<file path="src/rtl/sorted_signature_table_lookup_top_defines.svh">
// Assertion macros for the signature table lookup block.
// Used by sorted_signature_table_lookup_top; expects clk and rst in scope.
`ifndef SORTED_SIGNATURE_TABLE_LOOKUP_TOP_DEFINES_SVH
`define SORTED_SIGNATURE_TABLE_LOOKUP_TOP_DEFINES_SVH

// same-cycle implication
`define SSTL_ASSERT_NOW(label, ante, cons, msg) \
  label: assert property (@(posedge clk) disable iff (rst) (ante) |-> (cons)) \
    else $error(msg);

// next-cycle implication
`define SSTL_ASSERT_NEXT(label, ante, cons, msg) \
  label: assert property (@(posedge clk) disable iff (rst) (ante) |=> (cons)) \
    else $error(msg);

`endif

</file>
<file path="src/rtl/sstl_pkg.sv">
// Shared types and constants of the signature table lookup block.
// No dependencies; used by sstl_ctrl, sstl_dp and the top level.
`default_nettype none

package sstl_pkg;

  localparam int TABLE_DEPTH_DEF = 4096;

  localparam int COUNT_W = 13;
  localparam int INDEX_W = 12;
  localparam int CRC_W   = 32;
  localparam int ID_W    = 16;

  localparam int IN_DATA_W  = 160;
  localparam int OUT_DATA_W = 32;

  localparam logic CMD_WRITE = 1'b0;
  localparam logic CMD_QUERY = 1'b1;

  // s_tdata layout, lowest field last
  typedef struct packed {
    logic [3:0]         pad;
    logic [ID_W-1:0]    threat_id_in;
    logic [CRC_W-1:0]   body_crc;
    logic [CRC_W-1:0]   file_length;
    logic [CRC_W-1:0]   win_header_crc;
    logic [CRC_W-1:0]   dos_header_crc;
    logic [INDEX_W-1:0] entry_index;
  } in_data_t;

  // m_tdata layout, lowest field last
  typedef struct packed {
    logic [3:0]         pad;
    logic [INDEX_W-1:0] match_position;
    logic [ID_W-1:0]    threat_id;
  } out_data_t;

  typedef struct packed {
    logic [CRC_W-1:0] dos_crc;
    logic [CRC_W-1:0] win_crc;
    logic [CRC_W-1:0] size;
    logic [CRC_W-1:0] body_crc;
    logic [ID_W-1:0]  id;
  } rec_t;

  typedef enum logic [1:0] {
    RD_MID  = 2'd0,
    RD_PREV = 2'd1,
    RD_PTR  = 2'd2
  } rd_sel_t;

  typedef struct packed {
    logic    wr_rec;
    logic    start;
    logic    rd_en;
    rd_sel_t rd_sel;
    logic    narrow;
    logic    take_mid;
    logic    dec;
    logic    inc;
    logic    emit;
    logic    emit_hit;
  } dp_cmd_t;

  typedef struct packed {
    logic search_done;
    logic key_eq;
    logic ptr_zero;
    logic ptr_end;
    logic body_eq;
    logic out_free;
  } dp_stat_t;

endpackage

`default_nettype wire

</file>
<file path="src/rtl/sstl_ctrl.sv">
// Sequencer of the signature table lookup: search, walk back, forward scan.
// Depends on sstl_pkg; drives sstl_dp through dp_cmd_t.
`default_nettype none

module sstl_ctrl (
  input  wire logic              clk,
  input  wire logic              rst,
  input  wire logic              s_tvalid,
  output logic                   s_tready,
  input  wire logic              cmd,
  input  wire sstl_pkg::dp_stat_t stat,
  output sstl_pkg::dp_cmd_t      dp_cmd
);
  import sstl_pkg::*;

  typedef enum logic [8:0] {
    ST_IDLE      = 9'b000000001,
    ST_PROBE_RD  = 9'b000000010,
    ST_PROBE_CMP = 9'b000000100,
    ST_BACK_RD   = 9'b000001000,
    ST_BACK_CMP  = 9'b000010000,
    ST_SCAN_RD   = 9'b000100000,
    ST_SCAN_CMP  = 9'b001000000,
    ST_DONE_HIT  = 9'b010000000,
    ST_DONE_MISS = 9'b100000000
  } state_t;

  state_t state, state_next;
  logic   accept;

  assign s_tready = (state == ST_IDLE);
  assign accept   = s_tvalid && s_tready;

  always_comb begin
    state_next = state;
    dp_cmd     = '0;
    dp_cmd.rd_sel = RD_MID;
    case (state)
      ST_IDLE: begin
        dp_cmd.wr_rec = accept && (cmd == CMD_WRITE);
        dp_cmd.start  = accept && (cmd == CMD_QUERY);
        if (accept && (cmd == CMD_QUERY)) state_next = ST_PROBE_RD;
      end
      ST_PROBE_RD: begin
        if (stat.search_done) begin
          state_next = ST_DONE_MISS;
        end else begin
          dp_cmd.rd_en = 1'b1;
          state_next   = ST_PROBE_CMP;
        end
      end
      ST_PROBE_CMP: begin
        if (stat.key_eq) begin
          dp_cmd.take_mid = 1'b1;
          state_next      = ST_BACK_RD;
        end else begin
          dp_cmd.narrow = 1'b1;
          state_next    = ST_PROBE_RD;
        end
      end
      ST_BACK_RD: begin
        if (stat.ptr_zero) begin
          state_next = ST_SCAN_RD;
        end else begin
          dp_cmd.rd_en  = 1'b1;
          dp_cmd.rd_sel = RD_PREV;
          state_next    = ST_BACK_CMP;
        end
      end
      ST_BACK_CMP: begin
        if (stat.key_eq) begin
          dp_cmd.dec = 1'b1;
          state_next = ST_BACK_RD;
        end else begin
          state_next = ST_SCAN_RD;
        end
      end
      ST_SCAN_RD: begin
        if (stat.ptr_end) begin
          state_next = ST_DONE_MISS;
        end else begin
          dp_cmd.rd_en  = 1'b1;
          dp_cmd.rd_sel = RD_PTR;
          state_next    = ST_SCAN_CMP;
        end
      end
      ST_SCAN_CMP: begin
        if (!stat.key_eq) begin
          state_next = ST_DONE_MISS;
        end else if (stat.body_eq) begin
          state_next = ST_DONE_HIT;
        end else begin
          dp_cmd.inc = 1'b1;
          state_next = ST_SCAN_RD;
        end
      end
      ST_DONE_HIT: begin
        if (stat.out_free) begin
          dp_cmd.emit     = 1'b1;
          dp_cmd.emit_hit = 1'b1;
          state_next      = ST_IDLE;
        end
      end
      ST_DONE_MISS: begin
        if (stat.out_free) begin
          dp_cmd.emit = 1'b1;
          state_next  = ST_IDLE;
        end
      end
      default: begin
        state_next = ST_IDLE;
      end
    endcase
  end

  always_ff @(posedge clk) begin
    if (rst) begin
      state <= ST_IDLE;
    end else begin
      state <= state_next;
    end
  end

endmodule

`default_nettype wire

</file>
<file path="config.mk">
export PLATFORM = sky130hd
export DESIGN_NAME = sstl_ctrl
export DESIGN_NICKNAME = d
export VERILOG_FILES = /design/src/rtl/sorted_signature_table_lookup_top_defines.svh /design/src/rtl/sstl_pkg.sv /design/src/rtl/sstl_ctrl.sv
export SDC_FILE = /design/constraint.sdc
export NUM_CORES = 1
export LEC_CHECK = 0
export ABC_AREA = 1
export BUFFER_PORTS_ARGS = -buffer_cell sky130_fd_sc_hd__buf_2
export CORE_UTILIZATION = 50
export CTS_CLUSTER_DIAMETER = 80
export DETAILED_ROUTE_END_ITERATION = 16
export PLACE_DENSITY = 0.78
export SETUP_SLACK_MARGIN = 0.15
export SLEW_MARGIN = 20
export SYNTH_ARGS = -nofsm -noshare
export SYNTH_HDL_FRONTEND = slang
export SYNTH_SLANG_ARGS = --single-unit
</file>
<file path="constraint.sdc">
create_clock -name clk -period 2.2 [get_ports clk]
set_input_delay 0.44 -clock clk [delete_from_list [all_inputs] [get_ports clk]]
set_output_delay 0.44 -clock clk [all_outputs]
set_load 0.01 [all_outputs]
</file>
## Yosys cells after proc, flatten, opt, wreduce, memory -nomap -nowiden

Index checks and enable logic that the tools add are counted.

- Multiplexer cells: 27
- Equal/unequal tests: 11
- Bitwise gates (word level): 1
- Reduce and logical (&&, ||, !) cells: 5

Operators by type and width:

| cell | number |
|---|---|
| 9-bit one-hot mux with 8 select lines | 1 |
| 9-bit two-way mux | 5 |
| 6-bit two-way mux | 2 |
| 9-bit by 1-bit == test with 1-bit output (second input constant) | 1 |
| 9-bit by 2-bit == test with 1-bit output (second input constant) | 1 |
| 9-bit by 3-bit == test with 1-bit output (second input constant) | 1 |
| 9-bit by 4-bit == test with 1-bit output (second input constant) | 1 |
| 9-bit by 5-bit == test with 1-bit output (second input constant) | 1 |
| 9-bit by 6-bit == test with 1-bit output (second input constant) | 1 |
| 9-bit by 7-bit == test with 1-bit output (second input constant) | 1 |
| 9-bit by 8-bit == test with 1-bit output (second input constant) | 1 |
| 9-bit == test (second input constant) | 1 |
| 1-bit two-way mux | 9 |
| 8-bit two-way mux | 1 |
| 2-bit two-way mux | 3 |
| 3-bit two-way mux | 2 |
| 4-bit two-way mux | 1 |
| 2-bit by 1-bit inequality test with 1-bit output (second input constant) | 2 |
| 2-bit one-hot mux with 2 select lines | 1 |
| 1-bit logical AND | 3 |
| 1-bit one-hot mux with 3 select lines | 1 |
| 1-bit one-hot mux with 2 select lines | 1 |
| 2-bit AND reduction | 1 |
| 2-bit OR reduction | 1 |
| 1-bit inverter | 1 |

- Logic and storage cells: 45
- Register bits after elaboration: 9
- Output and inout port bits: 12
- Bits of input ports: 10

## Logic depth before layout (Yosys ltp)

Gate-level depths: netlist of the first run.

- Word-level depth: 5
- Mapped depth: 10
- Mapped depth without buffers: 10

## Least setup slack after synthesis of the first run

No wires, ideal clock.

- Path kind: register -> output
- Start point: register state[0]
- End point: output dp_cmd[8] in the netlist's numbering
- Path buffers: 0
- Path slack: 0.554 ns
- Arrival: 1.206 ns
- Cell stages (with the launch flop): 7
- Required time: 1.760 ns
- Path through: dfxtp_1 nor2_2 nand2_2 nor2_4 nand2_1 nor2_1 or3_1

RTL lines:

| element | RTL line | text |
|---|---|---|
| start: declaration | sstl_ctrl.sv:28 | `state_t state, state_next;` |
| start signal: assignment | sstl_ctrl.sv:120 | `state <= state_next;` |
| end: declaration | sstl_ctrl.sv:12 | `output sstl_pkg::dp_cmd_t dp_cmd` |

==> results by stage, run 1 <==
Drt:
- The mean routed wirelength per cell is 10.8 um.
- The number of detailed-route iterations in the first pass is 4.
- The routed layout has 823 vias.
- The detail route stage leaves a number of antenna-violating nets equal to 0.
- The via density per instance is 5.05.
- Wires add up to 1760 um.
- The detailed router finished its first iteration with 42 violations.
- For this run, design rule violations remaining after detail routing come to 0.

Global routing:
- The overall track demand over capacity in global routing is 24.2%.
- The first global-routing pass estimated 2500 um of wire.
- The residual overflow from global routing is 0.
- The maximum number of pins on one net before global-route repair is 8.
- The number of antenna violations at the first check in global routing is 0.
- The number of global-route vias before repair is 633.

Synth:
- The top cell type by area accounts for 25.6% of the synthesized area.
- After synthesis, the mean cell area works out to 5.87 um^2.
- The count of cell types in the netlist is 19.
- The cell count after synthesis came out at 120.
- In this run, synthesis produced a sequential element count of 9.
- By area the synthesized netlist is led by dfxtp_1 (26%), inv_1 (13%), nor2_1 (12%), nand3_1 (11%), nand2_1 (10%).
- The cell area after synthesis is 704 um^2.
- Summed over all instances, the cell type with the most area after synthesis is dfxtp_1.
- Synthesis produced a netlist with a net count of 130.
- The part of the Yosys area used for sequential elements is 25.6%.
- The number of warnings reported in the yosys synthesis log is 0.

CTS:
- The number of buffers added by the clock tree synthesis step is 3.
- The number of clock sinks is 9.
- The number of H-tree branching levels is 1.
- The CTS tree is yes.
- Clock-pin slew was measured on the worst setup and hold paths at 0.06 ns.
- The latest clock arrival within the worst-skew pair is 0.26 ns.
- The tree is rooted in a clkbuf_4.
- The clock passes through at most 2 buffers.

Timing:
- Summed over all failing endpoints, the final setup total negative slack is 0 ns.
- The number of pins exceeding their max-slew limit in the final report came to 0.
- In this run the tightest slew margin relative to its limit is 76.7%.
- Setup repair after global routing left no endpoint under its margin.
- The setup clock skew after layout is 0.000758 ns.
- For the finished layout, the period the worst path requires is 2.01 ns.
- The transition at the pin with the smallest max-transition slack is 0.347 ns.
- The final hold violation count came to 0.
- Derived from the worst setup path, the maximum achievable clock frequency is 0.497 GHz.
- The worst path uses 91.5% of the clock period.
- The count of final setup violators is 0.

Layout:
- Across the whole layout, storage elements account for 188 um^2.
- The finished layout holds 163 standard cells, fillers aside.
- The post-synthesis to final-layout area growth is 27.7%.
- The register with the most flip-flops in the layout has 9 of them.
- The largest register by flop count is state.
- At the end of the flow, the number of nets in the layout was 159.
- The filler cells instantiated in the layout total 114.
- The most common cell after layout, fill and taps aside is inv_1.
- The number of inserted diodes is 0.
- The share of layout cells above drive strength 1 is 37.8%.
- In the layout the commonest cells are inv_1 (24), buf_2 (21), nor2_1 (20), nand2_1 (19), nand3_1 (15).
- The largest registers in the layout are state (9).
- The area of the multi-input gates is 442 um^2.

Setup path:
- Data arrives at the worst endpoint at 1.57 ns.
- The cell type of the slowest stage on the worst timing path is dfxtp_2.
- The endpoint of the lowest-slack register-to-register path is state[0].
- The worst register-to-register path has a depth of 10.
- The type of the setup path with the least slack is reg -> out.
- Walking the worst path, the cells encountered are nor2_2 -> nand2_2 -> nor2_4 -> buf_4 -> and2_2 -> nand2_1 -> inv_1 -> buf_2.
- The family with the most delay on the worst path is simple AND/OR/NAND/NOR gates.
- The worst setup path is captured at a primary output.
- The startpoint of the worst-slack reg-to-reg timing path is state[2].
- The kind of start point of the critical path is a flip-flop.
- The worst register-to-register path has a setup slack of 0.79 ns.
- The critical path ends at dp_cmd[3].
- The launching instance or port of the critical path is state[2].
- The data required time at the worst endpoint is 1.76 ns.
- Counting both buffers and inverters, the worst setup path holds a total of 3.
- The cell count along the critical path is 8.
- In this run the worst path has a maximum fanout of 5.
- The largest stage delay on the critical path is 0.35 ns.

Pwr:
- The static leakage is 0.549 nW.
- The worst-case IR drop observed on VDD is 0.594 mV.
- The areal power density over the cells is 916 mW/mm^2.

Placed design:
- The placer congestion estimate is 0.883.
- The number of placed cells counting well taps is 156.
- The count of input and output buffers is 21.
- The wire-length estimate of the detail-placed layout is 1300 um.

Die:
- The floorplan step defined a die boundary enclosing 0.00156 mm^2.
- The total area inside the core boundary comes to 0.00130 mm^2.
- The die is 39.5 um tall.
- The top-level port count is 22.
- For this configuration, the core starts out at a cell density of 54.1%.
- The floorplan has 13 rows.
- The floorplan step set the die width to 39.5 um.

Run status:
- The run finished with clean final reports.

Worst hold path:
- The min-delay analysis places its worst path in the category in -> reg.

Job:
- The number of max-cap violations is 0.
how the worst min path moves through the flow:
stage | depth (start not counted) | endpoint | from
floorplan | 2 | state[7] | state[7]
global placement | 2 | state[7] | state[7]
detailed placement | 2 | state[7] | state[7]
CTS | 2 | state[8] | rst
global route | 2 | state[8] | rst
finish | 2 | state[8] | rst
per-layer routing:
metal	vias up	routed length, um	global-route usage [%]
met3	6	109	1.70
li1	427	-	-
met4	0	31	12.9
met1	352	787	33.1
met2	38	836	37.3
met5	-	0	0
power breakdown:
group | switching (mW) | internal [mW]
clock network | 0.0596 | 0.0700
registers | 0.0343 | 0.193
logic | 0.292 | 0.176
total | 0.386 | 0.439
area by class of cell:
class / count / share of cell area [%]
clock buffer: 4 / 2.92
inverter: 26 / 10.8
sequential: 9 / 20.9
tap: 15 / 2.09
multi-input combinational: 85 / 49.1
timing repair buffer: 24 / 14.2
through the flow:
stage	area, um^2	hold slack, ns	total power, mW	worst slack [ns]	util (%)
after floorplan	704	0.501	0.541	0.554	-
after global placement	828	0.517	0.637	0.457	63.7
after detailed placement	828	0.519	0.639	0.455	63.7
after CTS	855	0.374	0.767	0.162	65.7
after global routing	900	0.380	0.889	0.118	69.1
final	900	0.379	0.824	0.188	69.1
logic make-up (layout without fill, tap and decap cells):
| kind of cell | count (synthesis) | in the layout | synth area share (%) |
|---|---|---|---|
| buffers and inverters | 26 | 54 | 13.9 |
| AND/OR/NAND/NOR | 80 | 80 | 56.1 |
| flip-flops | 9 | 9 | 25.6 |
| AO/OA/AOI/OAI | 5 | 5 | 4.44 |
cell usage after synthesis:
| master | count |
|---|---|
| inv_1 | 24 |
| nor2_1 | 22 |
| nand2_1 | 19 |
| nand3_1 | 15 |
| dfxtp_1 | 9 |
| nand2_2 | 6 |
| nor2_2 | 6 |
| nand4_1 | 4 |
| inv_2 | 2 |
| nor3_1 | 2 |
| nor3_2 | 2 |
| o21ai_0 | 2 |
| a21oi_1 | 1 |
| a21oi_2 | 1 |
| and2_2 | 1 |
| nand2_4 | 1 |
| nor2_4 | 1 |
| o211ai_1 | 1 |
| or3_1 | 1 |
repair_timing:
action	4_1_cts	5_1_grt
setup endpoints to repair	0	1
gates resized for setup	0	10
hold buffers	0	0
setup buffers	0	3
Note: power is estimated with default switching activity, not from simulation.
==> run 2: changes to the inputs <==
Settings changed: CELL_PAD_IN_SITES_DETAIL_PLACEMENT from default to 1, CELL_PAD_IN_SITES_GLOBAL_PLACEMENT from default to 2, CORE_UTILIZATION 50 to 26, PLACE_DENSITY 0.78 to default, PLACE_DENSITY_LB_ADDON from default to 0.1.
==> run 2 against run 1 <==
Core utilization down 32 points. Count of clock-buffer cells in the layout did not move. Critical path depth down 3. Non-clock buffer count fell by 1. Global-route usage decreased by 4.8 points. Cell count up 8.6%. Worst setup slack better by 0.041 ns. Cell area is 3.9% higher. Clock power grew 10%. Sequential cell count did not move. Combinational power is essentially flat. Critical endpoint is now dp_cmd[8]. Largest cell class unchanged. Largest power group unchanged.
==> results by stage, run 2 (synthesized netlist as in run 1, its figures left out) <==
Job:
- The number of max-cap violations is 0.

Timing:
- Of the available clock period, the critical path in the final layout requires 89.6%.
- Setup violations remaining at the end of the flow were counted as 0.
- Headroom to the max-slew limit came out at 77.8%.
- Hold timing on the final database bottoms out at a slack of 0.369 ns.
- The clock period minus worst slack is 1.97 ns.
- Setup repair after global routing could not meet its margin everywhere.
- The setup clock skew after layout is 0.00123 ns.
- The final hold violation count came to 0.
- The fmax is 0.507 GHz.
- The number of pins exceeding their max-slew limit in the final report was 0.
- At the pin with the least slew margin, the transition time is 0.331 ns.
- Setup slack closes at 0.229 ns.
- For the final routed database, the setup TNS stands at 0 ns.

CTS:
- The number of buffers on the longest clock path is 2.
- The number of buffers added by the clock tree synthesis step is 3.
- The tree is rooted in a clkbuf_4.
- After clock tree synthesis, the clock-pin slew on the worst setup and hold paths is 0.07 ns.
- CTS saw 9 sinks.
- Clock latency on the worst-skew pair, taken at its later pin, is 0.27 ns.
- The CTS tree is yes.
- Hold repair after CTS inserted 0 buffers.
- In this run the number of H-tree levels came out at 1.

Drt:
- The mean routed wirelength per cell is 12.9 um.
- For this run, design rule violations remaining after detail routing come to 0.
- The number of DRC markers after the initial detailed-route iteration is 5.
- The remaining antenna violation count is 0.
- For this block, the via count after detailed routing is 831.
- The via density per instance is 4.69.
- The final wirelength is 2280 um.
- The pre-antenna-repair detailed-routing pass consisted of 4 iterations.

Placed design:
- During placement, the flow inserted port buffers numbering 21.
- Routability-driven placement finished with a final weighted congestion of 0.810.
- After legalization and detailed placement, the total HPWL measured 1820 um.
- The total placed instance area is 847 um^2.
- The minimum setup slack after placement is 0.383 ns.

Layout:
- The largest registers in the layout are state (9).
- The share of layout cells above drive strength 1 is 39.5%.
- The flip-flop count of the largest register after layout is 9.
- After routing the design area is 935 um^2.
- The top cell types in the final layout, fill and taps aside, are inv_1 (24), nor2_1 (21), buf_2 (21), nand2_1 (18), nand3_1 (15).
- The number of inserted diodes is 0.
- The number of nets in the layout is 158.
- The largest register by flop count is state.
- Fill cells in the final layout number 362.
- The library cell used most frequently in the layout, excluding fill and tap cells, is inv_1.
- From synthesis to final layout, the design area changed by 32.7%.

Die:
- In this run the horizontal extent of the chip is 54.1 um.
- The core region area is 0.00252 mm^2.
- The area of the die is 0.00292 mm^2.
- Once the floorplan was initialized, standard cells occupied 27.9% of the core.
- The top-level port count is 22.
- The height of the die is 54.1 um.
- The number of standard-cell rows in the floorplan is 18.

Setup path:
- In this run the critical register-to-register path is launched from state[2].
- STA classifies the critical path endpoint as a primary output.
- The data required time at the worst endpoint is 1.76 ns.
- The largest single stage delay on the critical path is 0.47 ns.
- The slowest stage of the critical path is the dfxtp_1 cell.
- Measured in cells, the most critical reg-to-reg path has a length of 11.
- The endpoint identified for the worst register-to-register timing path is state[0].
- The critical path goes through nor3_2 -> nand3_1 -> nor2_2 -> or3_1 -> buf_2.
- Of all nets on the critical path, the largest fanout is 5.
- The family with the most delay on the worst path is simple AND/OR/NAND/NOR gates.
- The count of buffering cells on the critical path with inverters included is 1.
- The worst register-to-register path has a setup slack of 0.72 ns.
- Data on the critical path arrives at its endpoint at 1.53 ns.
- The type of the setup path with the least slack is reg -> out.
- The kind of start point of the critical path is a flip-flop.

Global routing:
- The number of global-route vias before repair is 857.
- In the global route stage, overall resource usage came out at 19.4%.
- The first global-routing pass estimated 3890 um of wire.
- The number of antenna violations at the first check in global routing was 0.
- Summed over all layers, the global routing overflow is 0.
- Entering global routing, the biggest net connects 8 pins.

Pwr:
- In this run the static leakage power is 0.551 nW.
- The total power consumption of the routed design is 0.843 mW.
- The worst-case IR drop observed on VDD is 0.357 mV.
- In this run the power density over the cells is 902 mW/mm^2.

Run status:
- The flow ran to the end, and the final reports show no timing, DRC or antenna violations.

Worst hold path:
- The instance count along the most critical hold path is 2.
- The source of the worst hold timing path is rst.
- The path category of the worst min-delay check is in -> reg.
- The sink of the worst hold path is state[8].
-- run 2: how the worst max path moves through the flow --
stage / from / end / slack [ns] / cells after the start
after CTS: state[1] / dp_cmd[8] / 0.18 / 7
final: state[8] / dp_cmd[8] / 0.23 / 5
after global placement: state[2] / dp_cmd[8] / 0.41 / 7
after detailed placement: state[2] / dp_cmd[8] / 0.38 / 7
after floorplan: state[0] / dp_cmd[8] / 0.55 / 6
after global routing: state[6] / dp_cmd[10] / 0.12 / 8
-- run 2: power by group --
part | internal [mW] | switching [mW]
Clock | 0.0703 | 0.0729
Combinational | 0.166 | 0.301
Sequential | 0.197 | 0.0363
Total | 0.433 | 0.410
-- run 2: area by class of cell --
type	instances	area (um^2)	area share [%]
timing repair buffer	23	120	12.9
tap	30	37.5	4.02
multi-input combinational	85	458	49.0
inverter	26	97.6	10.4
clock buffer	4	26.3	2.81
sequential	9	195	20.9
-- run 2: repair_timing --
item | CTS | global route
resized for setup | 6 | 11
buffers inserted | 2 | 0
endpoints found under the setup margin | 1 | 4
pin swaps | 1 | 1
-- run 2: metrics by stage --
stage | std cells | util (%)
2_1_floorplan | 120 | -
3_3_place_gp | 171 | 33.6
3_5_place_dp | 171 | 33.6
4_1_cts | 177 | 35.7
5_1_grt | 177 | 37.1
6_report | 177 | 37.1
-- run 2: metal layers --
metal	global-route usage, %	vias up	routed length, um
met1	23.4	380	1080
li1	-	427	-
met3	5.08	4	109
met4	5.13	0	23
met5	0	-	0
met2	33.5	20	1080
==> run 3: changes to the inputs <==
Settings changed: CTS_CLUSTER_DIAMETER 80 to 40.
Clock period 2.2 ns to 2.4 ns, I/O delays scaled along.
==> run 3 against run 2 <==
First-iteration DRC count grew to 3.6 times the previous value. Cell count is 1.1% lower. Critical path depth is 2 higher. Sequential share of layout area is 0.46 points lower. Largest power group unchanged. Wire length is 5.3% lower. Cell area is 5.6% lower. Clock power is 12% lower. Highest routed layer unchanged. Power is 13% lower. Worst hold slack better by 0.031 ns.
==> results by stage, run 3 (synthesized netlist as in run 1, its figures left out) <==
Timing:
- Summed over all failing endpoints, the final setup total negative slack is 0 ns.
- The setup clock skew after layout is 0.00617 ns.
- Counting I/O delays and the setup requirement, the final critical path takes 2.12 ns.
- The fmax is 0.471 GHz.
- Setup repair after global routing left no endpoint under its margin.
- The worst slack on hold paths is 0.400 ns.
- The transition at the pin with the smallest max-transition slack is 0.344 ns.
- The number of pins exceeding their max-slew limit in the final report was 0.
- The count of final setup violators is 0.
- Headroom to the max-slew limit came out at 77.0%.
- The final hold violation count was 0.
- The final critical-path share of the clock period is 88.4%.
- The worst path meets setup with 0.278 ns of slack.

Placed design:
- At the end of routability-driven placement, the weighted congestion stood at 0.791.
- Buffers placed on the I/O ports in this run total 21.
- Prior to clock tree synthesis, the placed netlist has a worst setup slack of 0.527 ns.
- The HPWL after detailed placement is 1820 um.

CTS:
- Clock tree synthesis inserted a total of 3 buffers.
- The buffer type at the clock tree root is clkbuf_4.
- TritonCTS built the clock tree.
- The number of clock sinks is 9.
- CTS built an H-tree with a depth of 1.
- After clock tree synthesis, the clock-pin slew on the worst setup and hold paths is 0.08 ns.
- At the later pin of the worst-skew pair, clock insertion delay measures 0.27 ns.
- The number of buffers inserted to repair setup after CTS is 0.
- Gates resized during post-CTS repair numbered 0.
- The number of buffers on the longest clock path is 2.
- After clock tree synthesis, the flow added hold-fix buffers numbering 0.

Worst hold path:
- The path category of the worst min-delay check is in -> reg.

Setup path:
- The data required time at the worst endpoint is 1.92 ns.
- The kind of start point of the critical path is a flip-flop.
- The flop-to-flop setup slack is 0.95 ns.
- The type of the setup path with the least slack is reg -> out.
- In this run the worst path has a maximum fanout of 7.
- The data arrival time at the worst-slack endpoint is 1.64 ns.
- The worst setup path is captured at a primary output.

Layout:
- The top cell types in the final layout, fill and taps aside, are inv_1 (24), nor2_1 (21), buf_2 (21), nand2_1 (19), nand3_1 (15).
- After filler insertion, the fill cell instance count of the layout stands at 363.
- The largest register by flop count is state.
- Leaving out fill and tap cells, the most frequent cell in the layout is inv_1.
- The number of inserted diodes is 0.
- The share of layout cells above drive strength 1 is 32.4%.
- The largest registers in the layout are state (9).
- The core occupancy in the finished layout is 35.0%.
- The net count of the finished layout is 156.
- Relative to the synthesized area, the layout overhead comes to 25.2%.
- The register with the most flip-flops in the layout has 9 of them.

Global routing:
- Entering global routing, the biggest net connects 8 pins.
- The met2 track demand over resource is 28.0%.
- After global routing, the most crowded layer is met2.
- The overall track demand over capacity in global routing is 17.8%.
- The number of antenna violations at the first check in global routing is 0.
- For this run, global-route usage on met1 was measured as 23.8%.
- The number of global-route vias before repair was 806.
- Global routing used 4.24% of the available met3 tracks.
- The first global-routing pass estimated 3580 um of wire.
- The residual overflow from global routing is 0.

Drt:
- In the final routed layout, each cell accounts on average for 12.4 um.
- The post-route DRC violation count is 0.
- The detail route stage leaves a number of antenna-violating nets equal to 0.
- After the first detailed-routing iteration, the DRC count stood at 18.
- The via density per instance is 4.63.
- The pre-antenna-repair detailed-routing pass consisted of 4 iterations.
- The routed layout has 811 vias.
- The final wirelength is 2160 um.

Die:
- The initial standard-cell utilization of the core is 27.9%.
- The die is 54.1 um tall.
- The number of standard-cell rows in the floorplan is 18.
- In this run the count of I/O pins placed on the die edge is 22.
- The floorplan die width is 54.1 um.
- The area of the die is 0.00292 mm^2.
- The core region area is 0.00252 mm^2.

Run status:
- The flow ran to the end, and the final reports show no timing, DRC or antenna violations.

Pwr:
- The reported net switching power is 0.365 mW.
- The internal power of the cells totals 0.369 mW.
- The clock network accounts for 17.1% of the total power.
- Combinational logic burns 55.0% of the power.
- The analysis attributes to cell leakage a power of 0.533 nW.
- Sequential cells burn 27.9% of the power.
- Of the total power, the share spent switching nets is 49.7%.
- The worst IR drop on VDD is 0.291 mV.
- Power spread over the standard cell area amounts to 833 mW/mm^2.

Job:
- The number of max-cap violations is 0.
[run 3: cell count changes in the layout (fill, tap and decap cells not counted), moves of 2 or more]
cell	delta
dfxtp_2	-6
nor2_2	+2
dfxtp_4	-2
buf_4	-2
dfxtp_1	+8
nor2_4	-2
[run 3: worst max-delay path, cell delays in order, from the launching register on]
cell     delay (ns)
dfxtp_1        0.43
nor2_2         0.08
nand2_2        0.10
nor2_4         0.07
nand2_1        0.13
nor2_2         0.06
or3_1          0.36
buf_2          0.14
[run 3: final cells by class]
class | instances | area [um^2] | area share, %
multi-input cells | 85 | 434 | 49.2
clock inverters | 1 | 5.00 | 0.567
clock buffers | 3 | 22.5 | 2.55
well taps | 30 | 37.5 | 4.26
flip-flops and latches | 9 | 180 | 20.4
inverters | 26 | 97.6 | 11.1
repair buffers | 21 | 105 | 11.9
[run 3: power by group through the flow]
stage | combinational [mW] | clock (mW) | sequential (mW)
final | 0.404 | 0.126 | 0.205
after global routing | 0.460 | 0.140 | 0.210
after detailed placement | 0.405 | 0 | 0.207
after CTS | 0.406 | 0.133 | 0.204
after floorplan | 0.297 | 0 | 0.199
after global placement | 0.405 | 0 | 0.206
[run 3: worst paths after layout]
kind,from,end,cells after the start
min reg2reg,state[7],state[7],2
max reg2reg,state[4],state[0],8
max,state[0],dp_cmd[8],7
min,rst,state[8],2
[run 3: stage by stage]
stage	instances	total power, mW	cell area, um^2
5_1_grt	175	0.810	882
2_1_floorplan	120	0.496	704
4_1_cts	175	0.743	875
3_3_place_gp	171	0.611	847
3_5_place_dp	171	0.613	847
6_report	175	0.735	882
[run 3: routing by layer]
layer	up-vias	wire, um
li1	419	-
met4	0	13
met5	-	0
met1	369	1100
met3	2	77
met2	21	977
